## src/rtl/nec_ir_pulse_decoder_core_defines.svh

```systemverilog
// Assertion macros shared by the NEC IR pulse decoder RTL.
`ifndef NEC_IR_PULSE_DECODER_CORE_DEFINES_SVH
`define NEC_IR_PULSE_DECODER_CORE_DEFINES_SVH

// Same-cycle implication, clocked on clk_i, off during reset.
`define NIRP_ASSERT_NOW(lbl, ante, cons, msg) \
  lbl: assert property (@(posedge clk_i) disable iff (!rst_ni) (ante) |-> (cons)) \
    else $error(msg);

// Next-cycle implication, clocked on clk_i, off during reset.
`define NIRP_ASSERT_NEXT(lbl, ante, cons, msg) \
  lbl: assert property (@(posedge clk_i) disable iff (!rst_ni) (ante) |=> (cons)) \
    else $error(msg);

`endif

```

## src/rtl/nirp_pkg.sv

```systemverilog
// Types and constants for the NEC IR pulse decoder.
package nirp_pkg;

  localparam int unsigned DUR_W   = 16;
  localparam int unsigned WORD_W  = 32;
  localparam int unsigned BCNT_W  = 5;

  // Depth of the class queue and of the result queue.
  localparam int unsigned QUEUE_DEPTH = 2;
  localparam int unsigned QPTR_W      = $clog2(QUEUE_DEPTH);
  localparam int unsigned QCNT_W      = $clog2(QUEUE_DEPTH + 1);

  // Open duration windows in us: lo < d < hi.
  localparam logic [DUR_W-1:0] LEAD_MARK_MIN  = DUR_W'(9000 - 900);
  localparam logic [DUR_W-1:0] LEAD_MARK_MAX  = DUR_W'(9000 + 900);
  localparam logic [DUR_W-1:0] LEAD_SPACE_MIN = DUR_W'(4500 - 450);
  localparam logic [DUR_W-1:0] LEAD_SPACE_MAX = DUR_W'(4500 + 450);
  localparam logic [DUR_W-1:0] RPT_SPACE_MIN  = DUR_W'(2500 - 350);
  localparam logic [DUR_W-1:0] RPT_SPACE_MAX  = DUR_W'(2500 + 250);
  localparam logic [DUR_W-1:0] MARK_MIN       = DUR_W'(560 - 100);
  localparam logic [DUR_W-1:0] MARK_MAX       = DUR_W'(560 + 100);
  localparam logic [DUR_W-1:0] ONE_SPACE_MIN  = DUR_W'(1690 - 200);
  localparam logic [DUR_W-1:0] ONE_SPACE_MAX  = DUR_W'(1690 + 200);
  localparam logic [DUR_W-1:0] ZERO_SPACE_MIN = DUR_W'(560 - 100);
  localparam logic [DUR_W-1:0] ZERO_SPACE_MAX = DUR_W'(560 + 100);

  localparam logic [8:0]        CHECK_SUM = 9'h0FF;
  localparam logic [BCNT_W-1:0] LAST_BIT  = BCNT_W'(31);

  // Pulse classes; all windows of one level are disjoint.
  typedef enum logic [2:0] {
    CLS_LEAD_MARK,
    CLS_SHORT_MARK,
    CLS_LEAD_SPACE,
    CLS_RPT_SPACE,
    CLS_ZERO_SPACE,
    CLS_ONE_SPACE,
    CLS_OTHER
  } pulse_cls_e;

  typedef enum logic [2:0] {
    PH_LEAD_MARK  = 3'd0,
    PH_LEAD_SPACE = 3'd1,
    PH_RPT_MARK   = 3'd2,
    PH_BIT_MARK   = 3'd3,
    PH_BIT_SPACE  = 3'd4,
    PH_STOP_MARK  = 3'd5
  } phase_e;

  // Front to back: head of the class queue.
  typedef struct packed {
    logic       valid;
    pulse_cls_e cls;
  } cls_req_t;

  // Back to result queue: one decoded word.
  typedef struct packed {
    logic              valid;
    logic [WORD_W-1:0] word;
    logic              rpt;
  } res_t;

endpackage

```

## src/rtl/nirp_front.sv

```systemverilog
// Front end: classifies each pulse against the windows and queues the class.
module nirp_front
  import nirp_pkg::*;
(
  input  logic             clk_i,
  input  logic             rst_ni,
  input  logic             push_i,
  input  logic             mark_level_i,
  input  logic [DUR_W-1:0] duration_us_i,
  output logic             full_o,
  output cls_req_t         req_o,
  input  logic             take_i
);

  pulse_cls_e              cls;
  pulse_cls_e              mem_q [QUEUE_DEPTH];
  logic [QPTR_W-1:0]       wr_q, wr_d, rd_q, rd_d;
  logic [QCNT_W-1:0]       cnt_q, cnt_d;
  logic                    wr_en, rd_en;

  function automatic logic in_win(logic [DUR_W-1:0] d, logic [DUR_W-1:0] lo,
                                  logic [DUR_W-1:0] hi);
    return (d > lo) && (d < hi);
  endfunction

  always_comb begin
    cls = CLS_OTHER;
    if (mark_level_i) begin
      if (in_win(duration_us_i, LEAD_MARK_MIN, LEAD_MARK_MAX)) cls = CLS_LEAD_MARK;
      else if (in_win(duration_us_i, MARK_MIN, MARK_MAX))      cls = CLS_SHORT_MARK;
    end else begin
      if (in_win(duration_us_i, LEAD_SPACE_MIN, LEAD_SPACE_MAX))      cls = CLS_LEAD_SPACE;
      else if (in_win(duration_us_i, RPT_SPACE_MIN, RPT_SPACE_MAX))   cls = CLS_RPT_SPACE;
      else if (in_win(duration_us_i, ZERO_SPACE_MIN, ZERO_SPACE_MAX)) cls = CLS_ZERO_SPACE;
      else if (in_win(duration_us_i, ONE_SPACE_MIN, ONE_SPACE_MAX))   cls = CLS_ONE_SPACE;
    end
  end

  assign full_o     = (cnt_q == QCNT_W'(QUEUE_DEPTH));
  assign wr_en      = push_i && !full_o;
  assign req_o.valid = (cnt_q != '0);
  assign req_o.cls   = mem_q[rd_q];
  assign rd_en      = take_i && req_o.valid;

  always_comb begin
    wr_d  = wr_en ? ((wr_q == QPTR_W'(QUEUE_DEPTH - 1)) ? '0 : wr_q + 1'b1) : wr_q;
    rd_d  = rd_en ? ((rd_q == QPTR_W'(QUEUE_DEPTH - 1)) ? '0 : rd_q + 1'b1) : rd_q;
    cnt_d = cnt_q + QCNT_W'(wr_en) - QCNT_W'(rd_en);
  end

  always_ff @(posedge clk_i or negedge rst_ni) begin
    if (!rst_ni) begin
      wr_q  <= '0;
      rd_q  <= '0;
      cnt_q <= '0;
    end else begin
      wr_q  <= wr_d;
      rd_q  <= rd_d;
      cnt_q <= cnt_d;
    end
  end

  always_ff @(posedge clk_i) begin
    if (wr_en) begin
      mem_q[wr_q] <= cls;
    end
  end

endmodule

```

## src/rtl/nirp_back.sv

```systemverilog
// Back end: frame state machine, shift register and checksum test.
module nirp_back
  import nirp_pkg::*;
(
  input  logic     clk_i,
  input  logic     rst_ni,
  input  cls_req_t req_i,
  output logic     take_o,
  input  logic     res_ready_i,
  output res_t     res_o
);

  phase_e             phase_q, phase_d;
  logic [WORD_W-1:0]  word_q, word_d;
  logic [BCNT_W-1:0]  bcnt_q, bcnt_d;
  logic               check_ok;
  logic               bit_val;

  assign take_o   = req_i.valid && res_ready_i;
  assign check_ok = ({1'b0, word_q[23:16]} + {1'b0, word_q[31:24]}) == CHECK_SUM;
  assign bit_val  = (req_i.cls == CLS_ONE_SPACE);

  // Next phase.
  always_comb begin
    phase_d = phase_q;
    if (take_o) begin
      case (phase_q)
        PH_LEAD_MARK: begin
          if (req_i.cls == CLS_LEAD_MARK) phase_d = PH_LEAD_SPACE;
        end
        PH_LEAD_SPACE: begin
          if (req_i.cls == CLS_LEAD_SPACE)     phase_d = PH_BIT_MARK;
          else if (req_i.cls == CLS_RPT_SPACE) phase_d = PH_RPT_MARK;
          else                                 phase_d = PH_LEAD_MARK;
        end
        PH_RPT_MARK, PH_STOP_MARK: begin
          phase_d = PH_LEAD_MARK;
        end
        PH_BIT_MARK: begin
          phase_d = (req_i.cls == CLS_SHORT_MARK) ? PH_BIT_SPACE : PH_LEAD_MARK;
        end
        PH_BIT_SPACE: begin
          if (req_i.cls == CLS_ZERO_SPACE || req_i.cls == CLS_ONE_SPACE) begin
            phase_d = (bcnt_q >= LAST_BIT) ? PH_STOP_MARK : PH_BIT_MARK;
          end else begin
            phase_d = PH_LEAD_MARK;
          end
        end
        default: phase_d = PH_LEAD_MARK;
      endcase
    end
  end

  // Word, bit count and result.
  always_comb begin
    word_d      = word_q;
    bcnt_d      = bcnt_q;
    res_o.valid = 1'b0;
    res_o.word  = word_q;
    res_o.rpt   = 1'b0;
    if (take_o) begin
      case (phase_q)
        PH_LEAD_MARK: begin
          // idle: stray pulses are dropped, kept word stays
        end
        PH_LEAD_SPACE: begin
          if (req_i.cls != CLS_RPT_SPACE) begin
            word_d = '0;
            bcnt_d = '0;
          end
        end
        PH_RPT_MARK, PH_STOP_MARK: begin
          if (req_i.cls == CLS_SHORT_MARK && check_ok) begin
            res_o.valid = 1'b1;
            res_o.rpt   = (phase_q == PH_RPT_MARK);
          end else begin
            word_d = '0;
            bcnt_d = '0;
          end
        end
        PH_BIT_MARK: begin
          if (req_i.cls != CLS_SHORT_MARK) begin
            word_d = '0;
            bcnt_d = '0;
          end
        end
        PH_BIT_SPACE: begin
          if (req_i.cls == CLS_ZERO_SPACE || req_i.cls == CLS_ONE_SPACE) begin
            word_d = word_q | (WORD_W'(bit_val) << bcnt_q);
            bcnt_d = (bcnt_q >= LAST_BIT) ? '0 : bcnt_q + 1'b1;
          end else begin
            word_d = '0;
            bcnt_d = '0;
          end
        end
        default: begin
          word_d = '0;
          bcnt_d = '0;
        end
      endcase
    end
  end

  always_ff @(posedge clk_i or negedge rst_ni) begin
    if (!rst_ni) begin
      phase_q <= PH_LEAD_MARK;
      word_q  <= '0;
      bcnt_q  <= '0;
    end else begin
      phase_q <= phase_d;
      word_q  <= word_d;
      bcnt_q  <= bcnt_d;
    end
  end

endmodule

```

## src/rtl/nec_ir_pulse_decoder_core.sv

```systemverilog
// NEC IR decoder: pulse words in, decoded frame words out through a result queue.
// Flow: a pushed pulse word is classified and written into the class queue; the state
// machine takes it while the result queue has room and writes each frame word there.
// Throughput: one pulse word per cycle while the result queue has room.
// Reset: rst_ni low clears both queues and returns to waiting for a leader mark.
module nec_ir_pulse_decoder_core
  import nirp_pkg::*;
(
  input  logic              clk_i,
  input  logic              rst_ni,
  // pulse side
  input  logic              push_i,
  output logic              full_o,
  input  logic              mark_level_i,
  input  logic [DUR_W-1:0]  duration_us_i,
  // frame side
  output logic              empty_o,
  input  logic              pop_i,
  output logic [WORD_W-1:0] frame_word_o,
  output logic              is_repeat_o
);

`include "nec_ir_pulse_decoder_core_defines.svh"

  cls_req_t cls_req;
  logic     take;
  res_t     res;
  logic     res_ready;

  // Front: window compares and a short class queue, so the pulse side keeps flowing,
  // until that queue fills, while the back end waits on the result queue.
  nirp_front u_front (
    .clk_i         (clk_i),
    .rst_ni        (rst_ni),
    .push_i        (push_i),
    .mark_level_i  (mark_level_i),
    .duration_us_i (duration_us_i),
    .full_o        (full_o),
    .req_o         (cls_req),
    .take_i        (take)
  );

  // Back: frame state machine; stalls only while the result queue is full.
  nirp_back u_back (
    .clk_i       (clk_i),
    .rst_ni      (rst_ni),
    .req_i       (cls_req),
    .take_o      (take),
    .res_ready_i (res_ready),
    .res_o       (res)
  );

  // Result queue: decouples frame pops from the state machine.
  logic [WORD_W-1:0] word_mem_q [QUEUE_DEPTH];
  logic              rpt_mem_q  [QUEUE_DEPTH];
  logic [QPTR_W-1:0] owr_q, owr_d, ord_q, ord_d;
  logic [QCNT_W-1:0] ocnt_q, ocnt_d;
  logic              owr_en, ord_en;

  assign res_ready    = (ocnt_q != QCNT_W'(QUEUE_DEPTH));
  assign empty_o      = (ocnt_q == '0);
  assign owr_en       = res.valid;
  assign ord_en       = pop_i && !empty_o;
  assign frame_word_o = word_mem_q[ord_q];
  assign is_repeat_o  = rpt_mem_q[ord_q];

  always_comb begin
    owr_d  = owr_en ? ((owr_q == QPTR_W'(QUEUE_DEPTH - 1)) ? '0 : owr_q + 1'b1) : owr_q;
    ord_d  = ord_en ? ((ord_q == QPTR_W'(QUEUE_DEPTH - 1)) ? '0 : ord_q + 1'b1) : ord_q;
    ocnt_d = ocnt_q + QCNT_W'(owr_en) - QCNT_W'(ord_en);
  end

  always_ff @(posedge clk_i or negedge rst_ni) begin
    if (!rst_ni) begin
      owr_q  <= '0;
      ord_q  <= '0;
      ocnt_q <= '0;
    end else begin
      owr_q  <= owr_d;
      ord_q  <= ord_d;
      ocnt_q <= ocnt_d;
    end
  end

  always_ff @(posedge clk_i) begin
    if (owr_en) begin
      word_mem_q[owr_q] <= res.word;
      rpt_mem_q[owr_q]  <= res.rpt;
    end
  end

  // A result is only produced when the queue has room for it.
  `NIRP_ASSERT_NOW(a_res_has_room, res.valid, res_ready, "result written into full queue")
  // A fresh result leaves the queue non-empty on the next cycle.
  `NIRP_ASSERT_NEXT(a_res_visible, res.valid, !empty_o, "written result not visible")
  // The back end only takes a class word that the front presents.
  `NIRP_ASSERT_NOW(a_take_valid, take, cls_req.valid, "class word taken from empty queue")
  // Occupancy never exceeds the result queue depth.
  `NIRP_ASSERT_NOW(a_ocnt_range, 1'b1, ocnt_q <= QCNT_W'(QUEUE_DEPTH), "result count overflow")

endmodule

```

## config.mk

```make
export PLATFORM = sky130hd
export DESIGN_NAME = nec_ir_pulse_decoder_core
export DESIGN_NICKNAME = d
export VERILOG_FILES = /design/src/rtl/nirp_pkg.sv /design/src/rtl/nirp_front.sv /design/src/rtl/nirp_back.sv /design/src/rtl/nec_ir_pulse_decoder_core.sv
export VERILOG_INCLUDE_DIRS = /design/src /design/src/rtl
export SDC_FILE = /design/constraint.sdc
export NUM_CORES = 1
export LEC_CHECK = 0
export ABC_CLOCK_PERIOD_IN_PS = 12480
export BUFFER_PORTS_ARGS = -buffer_cell sky130_fd_sc_hd__buf_2
export CORE_ASPECT_RATIO = 1.4
export CORE_MARGIN = 1.5
export CORE_UTILIZATION = 57
export CTS_CLUSTER_DIAMETER = 100
export DETAILED_ROUTE_END_ITERATION = 16
export PLACE_DENSITY = 0.77
export SYNTH_ARGS = -nofsm -noshare
export SYNTH_HDL_FRONTEND = slang
export SYNTH_HIERARCHICAL = 1
export SYNTH_SLANG_ARGS = --single-unit
export TNS_END_PERCENT = 5
```

## constraint.sdc

```tcl
create_clock -name clk_i -period 12.48 [get_ports clk_i]
set_input_delay 1.248 -clock clk_i [delete_from_list [all_inputs] [get_ports clk_i]]
set_output_delay 1.248 -clock clk_i [all_outputs]
set_load 0.01 [all_outputs]
```

==> results of run 1 <==
[power breakdown]
| group | total [mW] | leakage (nW) | internal [mW] | switching [mW] |
|---|---|---|---|---|
| Sequential | 0.479 | 1.17 | 0.438 | 0.0417 |
| Clock | 0.491 | 0.287 | 0.314 | 0.178 |
| Combinational | 0.158 | 1.15 | 0.0736 | 0.0847 |
| Total | 1.13 | 2.60 | 0.825 | 0.304 |
[cell type report]
type,count,area [sq um]
well taps,135,169
repair buffers,58,298
clock buffers,17,425
fillers,752,3220
inverters,16,60.1
clock inverters,15,175
flip-flops and latches,120,3360
multi-input cells,309,2300
[state kept, by name (all words and copies together) (netlist names)]
signal and flops:
ocnt_q 2, ord_q 1, owr_q 1, rpt_mem_q 2, u_back/bcnt_q 5, u_back/phase_q 3, u_back/word_q 32, u_front/cnt_q 2
u_front/mem_q 6, u_front/rd_q 1, u_front/wr_q 1, word_mem_q 64
[layer usage]
layer / wire, um / part of all wire (%) / up-vias
met5: 0 / 0 / -
met4: 460 / 3.8 / 0
met3: 636 / 5.3 / 40
met2: 6490 / 54 / 172
met1: 4420 / 37 / 2000
li1: - / - / 1867
[worst min path at each step]
stage / end / start / cells past startpoint
floorplan: word_mem_q[0][0]$_DFFE_PP_ / u_back/word_q[0]$_DFFE_PN0P_ / 0
global placement: word_mem_q[0][10]$_DFFE_PP_ / u_back/word_q[10]$_DFFE_PN0P_ / 0
detailed placement: word_mem_q[0][3]$_DFFE_PP_ / u_back/word_q[3]$_DFFE_PN0P_ / 0
CTS: word_mem_q[1][3]$_DFFE_PP_ / u_back/word_q[3]$_DFFE_PN0P_ / 0
global route: word_mem_q[1][3]$_DFFE_PP_ / u_back/word_q[3]$_DFFE_PN0P_ / 0
finish: word_mem_q[0][5]$_DFFE_PP_ / u_back/word_q[5]$_DFFE_PN0P_ / 0
[kinds of logic after synthesis]
group / Yosys count
AO/OA/AOI/OAI: 121
XOR/XNOR: 12
adder cells (fa/ha/maj): 15
buffers and inverters: 38
flip-flops: 120
multiplexers: 41
AND/OR/NAND/NOR: 120
[worst max-delay path: cells and delay by family, from the launching register on]
kind	cells	cell delay (ns)
AND/OR/NAND/NOR	6	1.59
adder cells (fa/ha/maj)	2	0.69
buffers and inverters	2	0.48
AO/OA/AOI/OAI	1	0.29
flip-flops	1	0.40
[metrics by stage]
stage	setup slack (ns)	area [sq um]
2_1_floorplan	7.95	5890
3_3_place_gp	8.76	6190
3_5_place_dp	8.66	6190
4_1_cts	8.63	6790
5_1_grt	8.41	6790
6_report	8.65	6790
[cell usage in the layout, fill, tap and decap left out, types with 4 or more instances in the layout]
master / count
a21oi_1: 73
edfxtp_1: 72
buf_2: 55
dfrtp_1: 47
mux2_4: 30
nand2_1: 24
nor2_1: 23
clkbuf_16: 17
inv_1: 16
ha_1: 14
nor3_1: 11
mux2_2: 9
nand2b_1: 8
nor4_1: 8
xor2_1: 7
nand3_1: 7
nor2b_1: 6
xnor2_1: 5
and3_1: 5
o21a_1: 4
and2_1: 4
o211ai_1: 4
nand3b_1: 4
[cell usage after synthesis (2+ instances only)]
library cell and count:
a2111oi_0 2, a21o_1 3, a21oi_1 73, a21oi_2 3, a22o_1 3, a31oi_1 3, and2_1 4, and3_1 5
and4_1 2, buf_12 3, buf_2 5, buf_6 5, clkbuf_1 8, dfrtp_1 48, edfxtp_1 72, ha_1 14
inv_1 16, mux2_2 9, mux2_4 30, mux2i_1 2, nand2_1 24, nand2b_1 8, nand3_1 7, nand3b_1 4
nand4_1 3, nor2_1 23, nor2b_1 7, nor3_1 11, nor4_1 8, o2111ai_1 2, o211ai_1 4, o21a_1 4
o21ai_0 3, o21bai_1 2, o31a_1 2, or2_2 2, or3_1 3, xnor2_1 5, xor2_1 7
==> metrics, run 1 <==
status=finished clean; clock root cell=clkbuf_16; HPWL after DPL=7870 um; global placer's final weighted congestion=0.960; # Post-CTS Setup Buffers=0; setup TNS=0 ns; worst setup path endpoint=word_mem_q[0][1]$_DFFE_PP_; Post-Syn Nets=503; worst slew pin tran=1.16 ns; final setup fails=0; I/O Buffers=55; most used routing layer=met2; CP startpoint=u_back/word_q[16]$_DFFE_PN0P_; final core occ=67.8%; Vias/cell=6.09; CP Data Arrival Time=3.89 ns; DR WL/cell=17.9 um; drt first pass iters=5; Die H=123 um; largest family of logic cells by synthesized area=compound AO/OA/AOI/OAI gates; Initial Util=58.9%; wirelength, routed=12000 um; grt met1 use=26.1%; CP max-delay cell=nor4_1; grt ovf=0; f_max=0.261 GHz; Final Max Tran Viols=0; Global Route met2 Usage=41.5%; Top FF cell, synth=edfxtp_1; Cell Chain, Critical Path=ha_1 > inv_1 > fa_1 > nor4b_2 > nand4_1 > a2111oi_2 > and4_4 > nand2_1 > nor4_1 > nor2b_2 > buf_4; maxcap violations=0; synth warn=6; CTS tree=done; Die ar.=11000 sq um; Hold WS=0.480 ns; Compound-Gate Fraction of Synth Area=12.9%; # DRC=0; number of global-route vias before repair=3974; EDFF count, synth=72; mux share of post-synthesis cell area=9.70%; FF-to-FF Start=u_back/word_q[16]$_DFFE_PN0P_; Post-CTS Hold Buffers=0; Tot Pwr=1.13 mW; worst hold-check path type=register to register; crit path capture type=register; largest net degree at the start of global routing=49; Worst-Skew Late Latency=0.42 ns; Worst slew margin=21.8%; GRT Total Usage=24.0%; first-pass GRT wire length=19300 um; worst r2r dst=word_mem_q[0][1]$_DFFE_PP_; worst-case clock buffer depth=2; Synth Area in Adders=3.31%; LEAKAGE=2.60 nW; Via Count=4079; FP Rows=43; RSZ-0062 raised after global routing=no; CP required=12.54 ns; cell taking the most area after synthesis=edfxtp_1; # placed instances=638; Post-Synthesis Cells=467; CTS Sinks=120; kind of critical path=register to register; sequential element share of the synthesized area=57.1%; Post-Syn Area=5890 sq um; Worst IR Drop VDD=0.132 mV; Placeable Area=10000 sq um; syn avg cell area=12.6 sq um; Post-Synth XOR/XNOR Area=1.78%; DR iter-0 viols=289; IO Count=56; post-synth cell types=67; clk_skew=0.00550 ns; CP Launch Type=register; cts bufs inserted=17; worst reg-to-reg setup slack=8.65 ns; post-synthesis register bit count=120; asr flop ratio synth=40.0%; maximum fanout along the worst path=33; Post-CTS Resized=0; ant diodes=0; Synth area leaders=edfxtp_1, dfrtp_1, mux2_4; Final Hold Viols=0; width of the die=88.9 um; initial antenna violation count=0; final cycle utilization of the critical path=30.7%; clock slew at reported path FFs=0.05 ns; share of the synthesized area in the top cell type=36.7%; fin nets=558; met3 usage=6.28%; PwrDens=166 nW/um^2; # H-tree levels=4; min Tclk post-route=3.83 ns; Simple-Gate Fraction of Synth Area=11.2%; post-route insts no fill=670; reg2reg path depth=11; Area growth, synth to finish=15.2%; ANT nets after route=0; critical path's largest stage delay=0.54 ns; share of layout cells above drive strength 1=26.7%
(Power assumes the default switching activity.)
==> run 2, diff against run 1 <==
--- a/config.mk
+++ b/config.mk
@@ -6,7 +6,8 @@
 export SDC_FILE = /design/constraint.sdc
 export NUM_CORES = 1
 export LEC_CHECK = 0
-export ABC_CLOCK_PERIOD_IN_PS = 12480
+export ABC_AREA = 1
+export ABC_CLOCK_PERIOD_IN_PS = 3900
 export BUFFER_PORTS_ARGS = -buffer_cell sky130_fd_sc_hd__buf_2
 export CORE_ASPECT_RATIO = 1.4
 export CORE_MARGIN = 1.5
==> constraint.sdc (replaced) <==
create_clock -name clk_i -period 3.9 [get_ports clk_i]
set_input_delay 0.39 -clock clk_i [delete_from_list [all_inputs] [get_ports clk_i]]
set_output_delay 0.39 -clock clk_i [all_outputs]
set_load 0.01 [all_outputs]
==> run 2 against run 1 <==
  * Synthesized cell count up 78%
  * Global-route usage up 0.78 points
  * Setup slack worse by 7.9 ns
  * Area after synthesis up 15%
  * Wire length up 19%
  * Critical path depth up 4
  * Clock power rose to 2.8 times the previous value
  * Clock skew up 0.0024 ns
  * Combinational power rose to 7.8 times the previous value
  * Sequential share of layout area down 4.9 points
  * Maximum frequency up 23%
  * Critical path type unchanged
  * Critical endpoint is now word_mem_q[0][3]$_DFFE_PP_
  * Largest cell class unchanged
  * Largest power group is now sequential cells
==> metrics, run 2 <==
IO Count=56; Die H=132 um; max reg flops=64; top flop regs=word_mem_q (64), u_back/word_q (32), u_front/mem_q (6); asr flop ratio synth=40.0%; Worst path top cell family by delay=simple AND/OR/NAND/NOR gates; EDFF count, synth=72; worst slew pin tran=0.730 ns; DR iter-0 viols=389; Post-Syn Nets=865; Final Max Tran Viols=0; Synth area leaders=edfxtp_1, dfrtp_1, nand2_1; global placer's final weighted congestion=0.961; Placeable Area=11500 sq um; PwrDens=540 nW/um^2; clock root cell=clkbuf_16; reg2reg path depth=15; Die ar.=12500 sq um; Post-Synthesis Cells=829; FF-to-FF Start=u_back/word_q[24]$_DFFE_PN0P_; Area growth, synth to finish=11.6%; clock slew at reported path FFs=0.05 ns; I/O Buffers=55; CP bufs+invs=4; Vias/cell=5.39; first-pass GRT wire length=24400 um; syn avg cell area=8.15 sq um; width of the die=95.0 um; CP max-delay cell=dfrtp_1; ANT nets after route=0; crit path capture type=register; cell taking the most area after synthesis=edfxtp_1; # DRC=0; number of global-route vias before repair=5384; critical path's largest stage delay=0.42 ns; multi-input logic area=2750 sq um; wirelength, routed=14300 um; final cycle utilization of the critical path=79.9%; CP required=3.94 ns; Post-CTS Hold Buffers=0; most frequent cells after synthesis=nand2_1, inv_1, nor2_1, edfxtp_1, nand3_1; Worst slew margin=51.2%; GRT Total Usage=24.7%; post-synth cell types=39; fill cell count=959; CP Launch Type=register; fin nets=912; Via Count=5571; worst r2r dst=word_mem_q[0][3]$_DFFE_PP_; final core occ=65.8%; CTS Sinks=120; kind of critical path=register to register; commonest cells after routing, fill and taps aside=nand2_1, inv_1, nor2_1; status=finished clean; CTS tree=done; Post-CTS Resized=0; maxcap violations=0; HPWL after DPL=10000 um; f_max=0.321 GHz; maximum fanout along the worst path=33; # H-tree levels=4; drt first pass iters=7; worst reg-to-reg setup slack=0.78 ns; share of the synthesized area in the top cell type=32.0%; # Post-CTS Setup Buffers=0; synth warn=6; setup TNS=0 ns; RSZ-0062 raised after global routing=no; commonest non-fill, non-tap cell in the layout=nand2_1; Post-Syn Area=6750 sq um; grt ovf=0; worst hold-check path type=primary input to async pin; Initial Util=59.0%; post-synthesis register bit count=120; most common cell in the netlist=nand2_1; largest net degree at the start of global routing=49; Cell Chain, Critical Path=ha_1 > inv_1 > fa_1 > inv_1 > nand3_1 > nand3_1 > nand2_1 > nor2_1 > nand3_1 > a21oi_1 > nand4_1 > nor2_1 > inv_1 > nor2_2 > buf_4; final setup fails=0; worst-case clock buffer depth=2; min Tclk post-route=3.12 ns; FP Rows=46; CP Data Arrival Time=3.16 ns; LEAKAGE=3.43 nW; cts bufs inserted=17; Top FF cell, synth=edfxtp_1; Worst-Skew Late Latency=0.40 ns; most flop-heavy register=word_mem_q; Final Hold Viols=0; clk_skew=0.00793 ns; ant diodes=0; Worst IR Drop VDD=0.484 mV; sequential element share of the synthesized area=49.8%; DR WL/cell=13.9 um; initial antenna violation count=0; Sequential cell area=3360 sq um; share of layout cells above drive strength 1=14.5%
run 2: worst max path at each step:
stage | startpoint | end | slack [ns] | cells after the start
floorplan | u_back/word_q[16]$_DFFE_PN0P_ | rpt_mem_q[0]$_DFFE_PP_ | 0.17 | 12
global placement | u_back/word_q[16]$_DFFE_PN0P_ | word_mem_q[0][5]$_DFFE_PP_ | 0.98 | 13
detailed placement | u_back/word_q[16]$_DFFE_PN0P_ | word_mem_q[0][5]$_DFFE_PP_ | 0.82 | 13
CTS | u_back/word_q[24]$_DFFE_PN0P_ | word_mem_q[0][5]$_DFFE_PP_ | 0.81 | 15
global route | u_back/word_q[24]$_DFFE_PN0P_ | word_mem_q[0][5]$_DFFE_PP_ | 0.53 | 15
finish | u_back/word_q[24]$_DFFE_PN0P_ | word_mem_q[0][3]$_DFFE_PP_ | 0.78 | 15
run 2: cells by family (layout without fill, tap and decap cells):
| kind of cell | count (synthesis) | count (layout) | synth area share [%] |
|---|---|---|---|
| and+or+nand+nor | 500 | 500 | 32.4 |
| buffers and inverters | 133 | 193 | 9.58 |
| DFF | 120 | 120 | 49.8 |
| AOI/OAI and AO/OA | 56 | 56 | 4.67 |
| adders and majority gates | 15 | 15 | 2.89 |
| xor gates and xnor gates | 5 | 5 | 0.648 |
run 2: through the flow:
step | cells | hold slack [ns] | setup WS [ns] | power (mW) | instance area (sq um)
after CTS | 1033 | 0.117 | 0.809 | 4.11 | 7540
after global placement | 1001 | 0.475 | 0.977 | 2.67 | 7000
after floorplan | 829 | 0.0944 | 0.169 | 2.45 | 6750
final | 1033 | 0.103 | 0.784 | 4.07 | 7540
after global routing | 1033 | 0.152 | 0.535 | 4.33 | 7540
after detailed placement | 1001 | 0.492 | 0.824 | 2.71 | 7000
run 2: area by class of cell:
type / instances / share of cell area [%]
Sequential cell: 120 / 44.6
Multi-Input combinational cell: 576 / 36.5
Clock buffer: 22 / 6.03
Inverter: 99 / 5.03
Timing Repair Buffer: 62 / 4.35
Tap cell: 144 / 2.39
Clock inverter: 10 / 1.08
run 2: routing by layer:
metal	vias to the layer above	track usage [%]	share of wire, %
met5	-	0	0
met2	183	44.9	55
met1	2585	27.8	38
met4	0	10.3	2.4
li1	2773	-	-
met3	30	4.38	4.8
run 2: report_power, final:
part           switching [mW]  internal (mW)  total, mW
clock network           0.504          0.882       1.39
registers              0.0334           1.41       1.44
logic                   0.862          0.376       1.24
